`src/hdl/ebfp_pkg.sv`:
```
// Package for the eased backlight fade PWM unit.
// Holds the item structs, command codes, controller states and the duty curve table.
// No dependencies.
package ebfp_pkg;

  localparam int unsigned DUTY_BITS     = 8;
  localparam int unsigned LEVEL_W       = 7;
  localparam int unsigned MAX_LEVEL     = 100;
  localparam int unsigned LEVEL_SQ_FULL = 10000;
  localparam int unsigned LUT_DEPTH     = 1 << LEVEL_W;

  localparam logic [1:0] CMD_TICK = 2'd0;
  localparam logic [1:0] CMD_SET  = 2'd1;
  localparam logic [1:0] CMD_FADE = 2'd2;

  typedef struct packed {
    logic [1:0]  cmd;
    logic [7:0]  level;
    logic [15:0] duration_ms;
  } in_item_t;

  typedef struct packed {
    logic [DUTY_BITS-1:0] duty;
    logic [LEVEL_W-1:0]   level_now;
    logic                 busy_res;
  } out_item_t;

  typedef enum logic [2:0] {
    ST_IDLE,
    ST_DIV,
    ST_SQ,
    ST_EASE,
    ST_MIX,
    ST_RESULT
  } state_t;

  typedef logic [LUT_DEPTH-1:0][DUTY_BITS-1:0] duty_lut_t;

  // Duty for each level: level^2 * 255 / 10000, truncated. Built at elaboration.
  function automatic duty_lut_t build_duty_lut();
    duty_lut_t   t;
    int unsigned v;
    for (int unsigned i = 0; i < LUT_DEPTH; i++) begin
      v    = (i * i * ((1 << DUTY_BITS) - 1)) / LEVEL_SQ_FULL;
      t[i] = DUTY_BITS'(v);
    end
    return t;
  endfunction

  localparam duty_lut_t DUTY_LUT = build_duty_lut();

endpackage

```
`src/hdl/eased_backlight_fade_pwm_unit.sv`:
```
// Top level of the eased backlight fade PWM unit: command handling, bit-serial
// progress divider, smoothstep ease and duty lookup.
// Depends on ebfp_pkg.
//
// Usage: each transfer on the input channel (in_valid/in_ready, payload in_data)
// is a millisecond tick, an immediate level set, the start of a fade, or the unused code 3 (no effect). Every
// item gives exactly one result on the output channel (out_valid/out_ready,
// payload out_data) holding the PWM duty, the current level and the busy flag.
// Flow: a set, a fade start, an idle tick or the last tick of a fade goes from
// the transfer through the result state into the output register. A tick inside
// a fade first runs the restoring divider, which produces one quotient bit of
// elapsed/duration per cycle, then the square, ease and mix multiplies, each in
// its own registered state, before the result state.
// One item is processed at a time; in_ready is high whenever the controller is
// idle, also while a finished result waits in the output register.
// When the receiver stalls, the result is held in the output register and the
// next item stops in its result stage until the register frees up.
// Reset clears the level, the fade state and the output valid flag.
module eased_backlight_fade_pwm_unit #(
  parameter int unsigned FRACTION_BITS = 16
) (
  input  logic               clk,
  input  logic               rst,
  input  logic               in_valid,
  output logic               in_ready,
  input  ebfp_pkg::in_item_t in_data,
  output logic               out_valid,
  input  logic               out_ready,
  output ebfp_pkg::out_item_t out_data
);

  localparam int unsigned F     = FRACTION_BITS;
  localparam int unsigned CNT_W = $clog2(F);
  localparam int unsigned LW    = ebfp_pkg::LEVEL_W;
  localparam int unsigned NUM_W = F + LW + 1;
  localparam logic [F+1:0] THREE_ONE = (F + 2)'(3) << F;
  localparam logic [LW-1:0] LEVEL_MAX = LW'(ebfp_pkg::MAX_LEVEL);

  ebfp_pkg::state_t state, state_next;

  logic [LW-1:0]  current_level, current_level_next;
  logic [LW-1:0]  start_level, start_level_next;
  logic [LW-1:0]  target_level, target_level_next;
  logic [15:0]    elapsed_ms, elapsed_ms_next;
  logic [15:0]    fade_length_ms, fade_length_ms_next;
  logic [16:0]    rem, rem_next;
  logic [F-1:0]   quo, quo_next;
  logic [F-1:0]   k2, k2_next;
  logic [F-1:0]   ease, ease_next;
  logic [CNT_W-1:0] cnt, cnt_next;

  logic           in_fire;
  logic           load_out;
  logic [LW-1:0]  lvl_sat;
  logic [15:0]    elapsed_inc;
  logic           tick_runs;
  logic [16:0]    rem_shift;
  logic           rem_ge;
  logic [2*F-1:0] sq_prod;
  logic [2*F+1:0] ease_prod;
  logic [F+1:0]   ease_factor;
  logic           mix_up;
  logic [LW-1:0]  mix_diff;
  logic [LW+F-1:0] mix_prod;
  logic [NUM_W-1:0] mix_base;
  logic [NUM_W-1:0] mix_num;
  logic [LW:0]    mix_level;
  logic [LW-1:0]  mix_sat;

  assign in_fire = in_valid && in_ready;
  assign lvl_sat = (in_data.level > 8'(ebfp_pkg::MAX_LEVEL)) ? LEVEL_MAX : in_data.level[LW-1:0];
  assign elapsed_inc = elapsed_ms + 16'd1;
  assign tick_runs = (in_data.cmd == ebfp_pkg::CMD_TICK) && (fade_length_ms != 16'd0)
                     && (elapsed_inc < fade_length_ms);

  // Restoring divider step: one quotient bit per cycle.
  assign rem_shift = {rem[15:0], 1'b0};
  assign rem_ge    = rem_shift >= {1'b0, fade_length_ms};

  assign sq_prod     = quo * quo;
  assign ease_factor = THREE_ONE - {1'b0, quo, 1'b0};
  assign ease_prod   = k2 * ease_factor;

  assign mix_up    = target_level >= start_level;
  assign mix_diff  = mix_up ? (target_level - start_level) : (start_level - target_level);
  assign mix_prod  = mix_diff * ease;
  assign mix_base  = NUM_W'(start_level) << F;
  assign mix_num   = mix_up ? (mix_base + NUM_W'(mix_prod)) : (mix_base - NUM_W'(mix_prod));
  assign mix_level = mix_num[NUM_W-1:F];
  assign mix_sat   = (mix_level > (LW + 1)'(ebfp_pkg::MAX_LEVEL)) ? LEVEL_MAX : mix_level[LW-1:0];

  // Next state.
  always_comb begin
    state_next = state;
    case (state)
      ebfp_pkg::ST_IDLE: begin
        if (in_fire) begin
          state_next = tick_runs ? ebfp_pkg::ST_DIV : ebfp_pkg::ST_RESULT;
        end
      end
      ebfp_pkg::ST_DIV: begin
        if (cnt == '0) begin
          state_next = ebfp_pkg::ST_SQ;
        end
      end
      ebfp_pkg::ST_SQ:   state_next = ebfp_pkg::ST_EASE;
      ebfp_pkg::ST_EASE: state_next = ebfp_pkg::ST_MIX;
      ebfp_pkg::ST_MIX:  state_next = ebfp_pkg::ST_RESULT;
      ebfp_pkg::ST_RESULT: begin
        if (load_out) begin
          state_next = ebfp_pkg::ST_IDLE;
        end
      end
      default: state_next = ebfp_pkg::ST_IDLE;
    endcase
  end

  // Control outputs.
  always_comb begin
    in_ready = 1'b0;
    load_out = 1'b0;
    case (state)
      ebfp_pkg::ST_IDLE:   in_ready = 1'b1;
      ebfp_pkg::ST_RESULT: load_out = !out_valid || out_ready;
      default: begin
        in_ready = 1'b0;
        load_out = 1'b0;
      end
    endcase
  end

  // Datapath next values.
  always_comb begin
    current_level_next  = current_level;
    start_level_next    = start_level;
    target_level_next   = target_level;
    elapsed_ms_next     = elapsed_ms;
    fade_length_ms_next = fade_length_ms;
    rem_next            = rem;
    quo_next            = quo;
    k2_next             = k2;
    ease_next           = ease;
    cnt_next            = cnt;
    case (state)
      ebfp_pkg::ST_IDLE: begin
        if (in_fire) begin
          case (in_data.cmd)
            ebfp_pkg::CMD_TICK: begin
              if (fade_length_ms != 16'd0) begin
                elapsed_ms_next = elapsed_inc;
                if (tick_runs) begin
                  rem_next = {1'b0, elapsed_inc};
                  cnt_next = CNT_W'(F - 1);
                end else begin
                  fade_length_ms_next = 16'd0;
                  current_level_next  = target_level;
                end
              end
            end
            ebfp_pkg::CMD_SET: begin
              fade_length_ms_next = 16'd0;
              current_level_next  = lvl_sat;
            end
            ebfp_pkg::CMD_FADE: begin
              if (in_data.duration_ms == 16'd0) begin
                fade_length_ms_next = 16'd0;
                current_level_next  = lvl_sat;
              end else begin
                start_level_next    = current_level;
                target_level_next   = lvl_sat;
                elapsed_ms_next     = 16'd0;
                fade_length_ms_next = in_data.duration_ms;
              end
            end
            default: begin
              current_level_next = current_level;
            end
          endcase
        end
      end
      ebfp_pkg::ST_DIV: begin
        rem_next = rem_ge ? (rem_shift - {1'b0, fade_length_ms}) : rem_shift;
        quo_next = {quo[F-2:0], rem_ge};
        cnt_next = cnt - CNT_W'(1);
      end
      ebfp_pkg::ST_SQ:   k2_next = sq_prod[2*F-1:F];
      ebfp_pkg::ST_EASE: ease_next = ease_prod[2*F-1:F];
      ebfp_pkg::ST_MIX:  current_level_next = mix_sat;
      default: begin
        cnt_next = cnt;
      end
    endcase
  end

  always_ff @(posedge clk) begin
    if (rst) begin
      state          <= ebfp_pkg::ST_IDLE;
      current_level  <= '0;
      start_level    <= '0;
      target_level   <= '0;
      elapsed_ms     <= '0;
      fade_length_ms <= '0;
      cnt            <= '0;
      out_valid      <= 1'b0;
    end else begin
      state          <= state_next;
      current_level  <= current_level_next;
      start_level    <= start_level_next;
      target_level   <= target_level_next;
      elapsed_ms     <= elapsed_ms_next;
      fade_length_ms <= fade_length_ms_next;
      cnt            <= cnt_next;
      if (load_out) begin
        out_valid <= 1'b1;
      end else if (out_ready) begin
        out_valid <= 1'b0;
      end
    end
  end

  always_ff @(posedge clk) begin
    rem  <= rem_next;
    quo  <= quo_next;
    k2   <= k2_next;
    ease <= ease_next;
    if (load_out) begin
      out_data.duty      <= ebfp_pkg::DUTY_LUT[current_level];
      out_data.level_now <= current_level;
      out_data.busy_res  <= fade_length_ms != 16'd0;
    end
  end

  // The level registers never leave the percent range.
  a_level_range: assert property (@(posedge clk) disable iff (rst)
    (current_level <= LEVEL_MAX) && (start_level <= LEVEL_MAX) && (target_level <= LEVEL_MAX))
    else $error("level register above full scale");

  // The divider only runs on an active fade, with the partial remainder below the divisor.
  a_div_rem: assert property (@(posedge clk) disable iff (rst)
    (state == ebfp_pkg::ST_DIV) |-> (fade_length_ms != 16'd0) && (rem < {1'b0, fade_length_ms}))
    else $error("divider remainder out of range");

  // An active fade always has elapsed time short of its length.
  a_fade_progress: assert property (@(posedge clk) disable iff (rst)
    (fade_length_ms != 16'd0) |-> (elapsed_ms < fade_length_ms))
    else $error("fade outlived its duration");

  // Every accepted item leaves the idle state on the next cycle.
  a_accept_leaves_idle: assert property (@(posedge clk) disable iff (rst)
    in_fire |=> (state != ebfp_pkg::ST_IDLE))
    else $error("accepted item was dropped");

endmodule

```
`config.mk`:
```
export PLATFORM = sky130hd
export DESIGN_NAME = eased_backlight_fade_pwm_unit
export DESIGN_NICKNAME = d
export VERILOG_FILES = /design/src/hdl/ebfp_pkg.sv /design/src/hdl/eased_backlight_fade_pwm_unit.sv
export SDC_FILE = /design/constraint.sdc
export NUM_CORES = 2
export LEC_CHECK = 0
export BUFFER_PORTS_ARGS = -buffer_cell sky130_fd_sc_hd__buf_2
export CAP_MARGIN = 20
export CELL_PAD_IN_SITES_DETAIL_PLACEMENT = 0
export CELL_PAD_IN_SITES_GLOBAL_PLACEMENT = 1
export CORE_MARGIN = 2
export CORE_UTILIZATION = 25
export CTS_CLUSTER_SIZE = 24
export DETAILED_ROUTE_END_ITERATION = 6
export PLACE_DENSITY_LB_ADDON = 0.08
export SETUP_SLACK_MARGIN = 0.05
export SYNTH_ARGS = -nofsm -noshare
export SYNTH_HDL_FRONTEND = slang
export SYNTH_SLANG_ARGS = --single-unit
```
`constraint.sdc`:
```
create_clock -name clk -period 11.3 [get_ports clk]
set_input_delay 2.26 -clock clk [delete_from_list [all_inputs] [get_ports clk]]
set_output_delay 2.26 -clock clk [all_outputs]
set_load 0.05 [all_outputs]
```
## Yosys cells after proc, flatten, opt, wreduce, memory -nomap -nowiden

Memory sizes are Yosys's and may differ from the RTL's. A register that Yosys moved wholly into a read port is not among the register bits.
Cells that the tools add are included.

- Equality and inequality tests: 20
- Order comparisons: 5
- Divide/modulo/power cells: 0
- $mul: 3
- Shift operators: 0
- Bitwise logic cells: 1
- Reductions and logical operators: 21
- Add/sub/neg operators: 8
- Mux-type cells: 37

Operator list:

| cell | number |
|---|---|
| two-way mux 16 bit | 10 |
| case mux 16 bit (2 select lines) | 2 |
| two-way mux 7 bit | 7 |
| case mux 16 bit (3 select lines) | 1 |
| multiplier 16 x 16 -> 32 bit | 1 |
| multiplier 16 x 18 -> 32 bit | 1 |
| adder 23 x 23 -> 24 bit | 1 |
| two-way mux 24 bit | 1 |
| subtractor 23 x 23 -> 24 bit | 1 |
| multiplier 7 x 16 -> 23 bit | 1 |
| case mux 7 bit (3 select lines) | 1 |
| case mux 3 bit (6 select lines) | 1 |
| subtractor 18 x 17 -> 18 bit (first input constant) | 1 |
| >= comparator 17 x 16 -> 1 bit | 1 |
| adder 16 x 1 -> 16 bit (second input constant) | 1 |
| > comparator 8 x 7 -> 1 bit (second input constant) | 2 |
| zero test 16 bit | 1 |
| < comparator 16 bit | 1 |
| two-way mux 4 bit | 4 |
| inequality test 2 bit (second input constant) | 8 |
| nonzero test 16 bit | 1 |
| subtractor 16 bit | 1 |
| AND reduction 5 bit | 3 |
| case mux 7 bit (2 select lines) | 1 |
| other kinds (26) | 42 |

- Bits in registers: 133
- Memories kept: 1
- Bits in latches: 0
- Memory bits (read-only): 1024
- Memory bits (writable): 0

Memory list:

| name | words | width | read ports | clocked after Yosys merged registers in | write ports | line | source |
|---|---|---|---|---|---|---|---|
| (no name shown) | 128 | 8 | 1 | 1 | 0 | eased_backlight_fade_pwm_unit.sv:227 | `out_data.duty <= ebfp_pkg::DUTY_LUT[current_level];` |

## Depth between registers and ports, before layout

- Word-level depth: 8
- Gate-level depth with buffers: 45

## Worst setup path before layout

Ideal clock, no wire load.

- Path kind: reg-to-reg
- Start: register start_level[0]
- End: register current_level[1]
- Setup time: 0.086 ns
- Arrival: 9.107 ns
- Cell stages (with the launch flop): 40
- Clock period less this slack: 9.193 ns
- Path buffers: 1
- Required time: 11.214 ns
- Setup slack: 2.107 ns
- Path through: dfxtp_1 inv_1 ha_1 nand2b_1 a21oi_1 o21bai_1 a21o_1 a21o_1 a211o_2 nand2_4 mux2i_1 nand2_1 o211ai_1 xnor2_1 clkbuf_1 nand2_1 fa_1 fa_1 (+4 left out) and2_4 a221o_1 o21ai_0 a31oi_1 o21a_1 o21ai_0 nand2b_1 a21o_1 a21o_1 xor2_1 ha_1 or3_1 o311ai_4 o31a_2 o311ai_2 nor4b_4 o221ai_2 a221oi_2

- Cells in the longest elaborated chain, start to end: 8

Ends and longest elaborated chain:

| item | line | source |
|---|---|---|
| from (decl) | eased_backlight_fade_pwm_unit.sv:42 | `logic [LW-1:0] start_level, start_level_next;` |
| from (signal assigned) | eased_backlight_fade_pwm_unit.sv:208 | `start_level <= start_level_next;` |
| subtractor 7 bit / >= comparator 7 bit (equally long branches) | eased_backlight_fade_pwm_unit.sv:85, eased_backlight_fade_pwm_unit.sv:84 |  |
| two-way mux 7 bit | eased_backlight_fade_pwm_unit.sv:85 | `assign mix_diff = mix_up ? (target_level - start_level) : (start_level - target_level);` |
| multiplier 7 x 16 -> 23 bit | eased_backlight_fade_pwm_unit.sv:86 | `assign mix_prod = mix_diff * ease;` |
| subtractor 23 x 23 -> 24 bit / adder 23 x 23 -> 24 bit (equally long branches) | eased_backlight_fade_pwm_unit.sv:88 | `assign mix_num = mix_up ? (mix_base + NUM_W'(mix_prod)) : (mix_base - NUM_W'(mix_prod));` |
| two-way mux 24 bit (*) | eased_backlight_fade_pwm_unit.sv:88 |  |
| > comparator 8 x 7 -> 1 bit | eased_backlight_fade_pwm_unit.sv:90 | `assign mix_sat = (mix_level > (LW + 1)'(ebfp_pkg::MAX_LEVEL)) ? LEVEL_MAX : mix_level[LW-1:0];` |
| two-way mux 7 bit (*) | eased_backlight_fade_pwm_unit.sv:90 |  |
| case mux 7 bit (2 select lines) (*) | eased_backlight_fade_pwm_unit.sv:144 | `case (state)` |
| to (signal assigned) | eased_backlight_fade_pwm_unit.sv:207 | `current_level <= current_level_next;` |
| to (decl) | eased_backlight_fade_pwm_unit.sv:41 | `logic [LW-1:0] current_level, current_level_next;` |

Mark *: on every way between the ends. The rest lies on a longest branch, timed or not.
A chain may end at the register's enable or synchronous reset.

## Final worst setup path

- Start: register start_level[1]
- End: register current_level[1]

Same word-level chain as after synthesis.

==> reports/metrics.cfg <==
[outcome]
outcome=finished, final reports clean

[placement]
place_hpwl_um=62310
globalplace.congestion=0.7786
buffer_ports.inserted=47

[routing]
drt_wl_total_um=81160
viasPerCell=4.455
maxUsedRoutingLayer=met5
m1WireLength_um=39310
antenna_left=0
wl_met2_um=39510
1st_pass_router_iterations=6
met3RoutedLength_um=1414
routed-via-count=20680
avgRoutedWirePerCell_um=17.49
drt_drc_violations_left=0
detail_route.iter0.violations=904

[setup_path]
critical_path.startpoint_type=register
timing.setup.critical_path_class=register to register
critical_path_required_ns=11.71
cpMaxStageDelayCell=sky130_fd_sc_hd__xor2_1
critical_path.n_buffers_inverters=3
crit_path_max_incr_delay_ns=0.58
crit_fanout=16
timing.critical_path.arrival_ns=10.62
worst_path_dominant_cell_family=compound AO/OA/AOI/OAI gates
critical_path.endpoint_type=register

[clock_tree]
path_clk_slew_ns=0.07
cts_resized=0
cts_tree=done
worst_skew_pair.late_latency_ns=0.50
total_clock_buffers_created_by_cts=17
postCtsHoldBufs=0
cts_root_buf=sky130_fd_sc_hd__clkbuf_16
cts_buffer_depth=2
post-cts-setup-buffers=0
clkSinkCount=141
htree_num_levels=4

[cells_and_area]
num-fill-cells=11890
layout-area-overhead-vs-synth_pct=9.170
antennaDiodeCount=0
fin_nets=3926
drive_gt1_share_pct=5.614

[sta]
unrepaired_setup_endpoints_after_global_routing=false
timing.fmax_mhz=97.99
setup_tns_ns=0
hold_viol_final=0
tightest_slew_ns=1.063
timing.slew.headroom_pct=28.58
period_share_pct=90.31
worst_case_clock_skew_ns=0.01453
final.min_clock_period_ns=10.21
finalSetupViolCount=0
finalMaxSlewViolations=0

[synth]
synth-seq-area-share_pct=12.98
synth_top_cell_by_area=sky130_fd_sc_hd__fa_1
synth.top_cell.area_share_pct=31.70
yosys.cell_types.count=92
synth_seq_cells=141
post_synth_inst_count=3151
syn-mean-instance-area_um2=8.860
syn_std_cell_area_mm2=0.02792
ys_dominant_reg_cell=sky130_fd_sc_hd__edfxtp_1
synth.yosys.warnings=0
ys_top_cells_by_area=sky130_fd_sc_hd__fa_1 (32%), sky130_fd_sc_hd__ha_1 (14%), sky130_fd_sc_hd__edfxtp_1 (8.6%)
synth_fp_nets=3937
async_reset_ff_share_pct=0
synth-edff-count=80

[global_routing]
first_pass_grt_wire_length_um=131200
vias_in_the_first_global_route=22700
grt_overflow=0
grtUsageTotal_pct=14.59
largest_net_degree_at_the_start_of_global_routing=54
grt_antenna_before_repair=1

[floorplanning]
die-area_mm2=0.1144
die_span_in_y_um=338.2
die-width_um=338.2
fp-row-count=122
core_area_mm2=0.1107
number_of_top_level_pins=48
initial_core_util_pct=25.23

[worst_hold_path]
hold_class=register to register

[job]
max_cap_viol_count=0

==> cells by family after synthesis <==
family,share of synthesized area [%]
AO/OA/AOI/OAI,10.02
XOR/XNOR,3.388
adder cells (fa/ha/maj),45.77
buffers and inverters,10.29
flip-flops,12.98
multiplexers,1.246
AND/OR/NAND/NOR,16.31
==> cell usage after synthesis (all sizes together), types with 5 or more instances <==
cell type  instances
clkinv             7
nand2            366
nand3             49
a311oi             6
nor2             144
xnor2             65
a211o              5
nand4             10
nor4              10
ha               314
o221ai             5
o21a              19
nand2b            28
and2             195
inv              610
nand3b             9
nor3              38
buf                8
a211oi            21
dfxtp             61
and3              17
nor2b             38
a31o               6
a21o              43
a22oi              6
clkbuf           124
o31ai              5
or3                9
o311ai             8
mux2i             28
fa               442
a31oi             17
edfxtp            80
a21oi            139
a2111oi            6
o21bai            10
o21ai             83
o211ai            14
or2                8
xor2              43
==> cell type report <==
type,count,area [µm²],share of cell area (%)
Clock buffer,23,504.2,1.654
Clock inverter,9,71.32,0.2340
Inverter,617,2316,7.599
Multi-Input combinational cell,2260,21440,70.36
Sequential cell,141,3623,11.89
Tap cell,1488,1862,6.109
Timing Repair Buffer,103,655.6,2.151
==> state kept, by name (all words and copies together) (netlist names) <==
| name | cells |
|---|---|
| elapsed_ms | 16 |
| target_level | 7 |
| fade_length_ms | 16 |
| state | 3 |
| out_data | 16 |
| start_level | 7 |
| current_level | 7 |
| quo | 16 |
| out_valid | 1 |
| k2 | 16 |
| rem | 16 |
| cnt | 4 |
| ease | 16 |
==> placed cells by master (no fill, tap or decap), drive strengths merged, types with 43 or more instances in the layout <==
cell type and n:
fa 442, xnor2 65, buf 103, nand3 49
and2 195, a21oi 139, inv 616, xor2 43
a21o 43, nand2 366, o21ai 83, nor2 144
dfxtp 61, edfxtp 80, ha 314
==> worst register-to-register path, delay by kind of cell, from the launching register on <==
family          cells  cell delay, ns
compound gates     17            3.52
fa+ha+maj           7            2.99
simple gates        6            1.50
xor+xnor            3            1.15
flops               1            0.57
buf+inv             3            0.24
mux                 1            0.14
==> metal layers <==
layer	global-route usage (%)	vias to the layer above
met5	0	-
met2	25.15	187
met3	1.606	49
met4	2.744	2
met1	19.74	10480
li1	-	9960
==> per-stage QoR <==
step / std cells / hold slack (ns) / utilization (%) / setup WS, ns / instance area (µm²)
3_3_place_gp: 4607 / 0.4626 / 27.01 / 1.033 / 29890
6_report: 4641 / 0.4765 / 27.54 / 1.095 / 30480
4_1_cts: 4640 / 0.4815 / 27.53 / 0.8234 / 30470
2_1_floorplan: 3151 / 0.4064 / - / 2.107 / 27920
5_1_grt: 4641 / 0.5074 / 27.54 / 0.2365 / 30480
3_5_place_dp: 4608 / 0.4710 / 27.01 / 0.8645 / 29890
==> path summary, 6_finish.rpt <==
path	start	to	slack [ns]	cells after the start
worst max-delay path	start_level[1]	current_level[1]	1.09	37
worst min-delay path	current_level[5]	start_level[5]	0.48	2
worst max register to register	start_level[1]	current_level[1]	1.09	37
worst min register to register	current_level[5]	start_level[5]	0.48	2
Power is not shown: default switching activity piles up to over one toggle a cycle in this logic, so the estimate is an artifact.
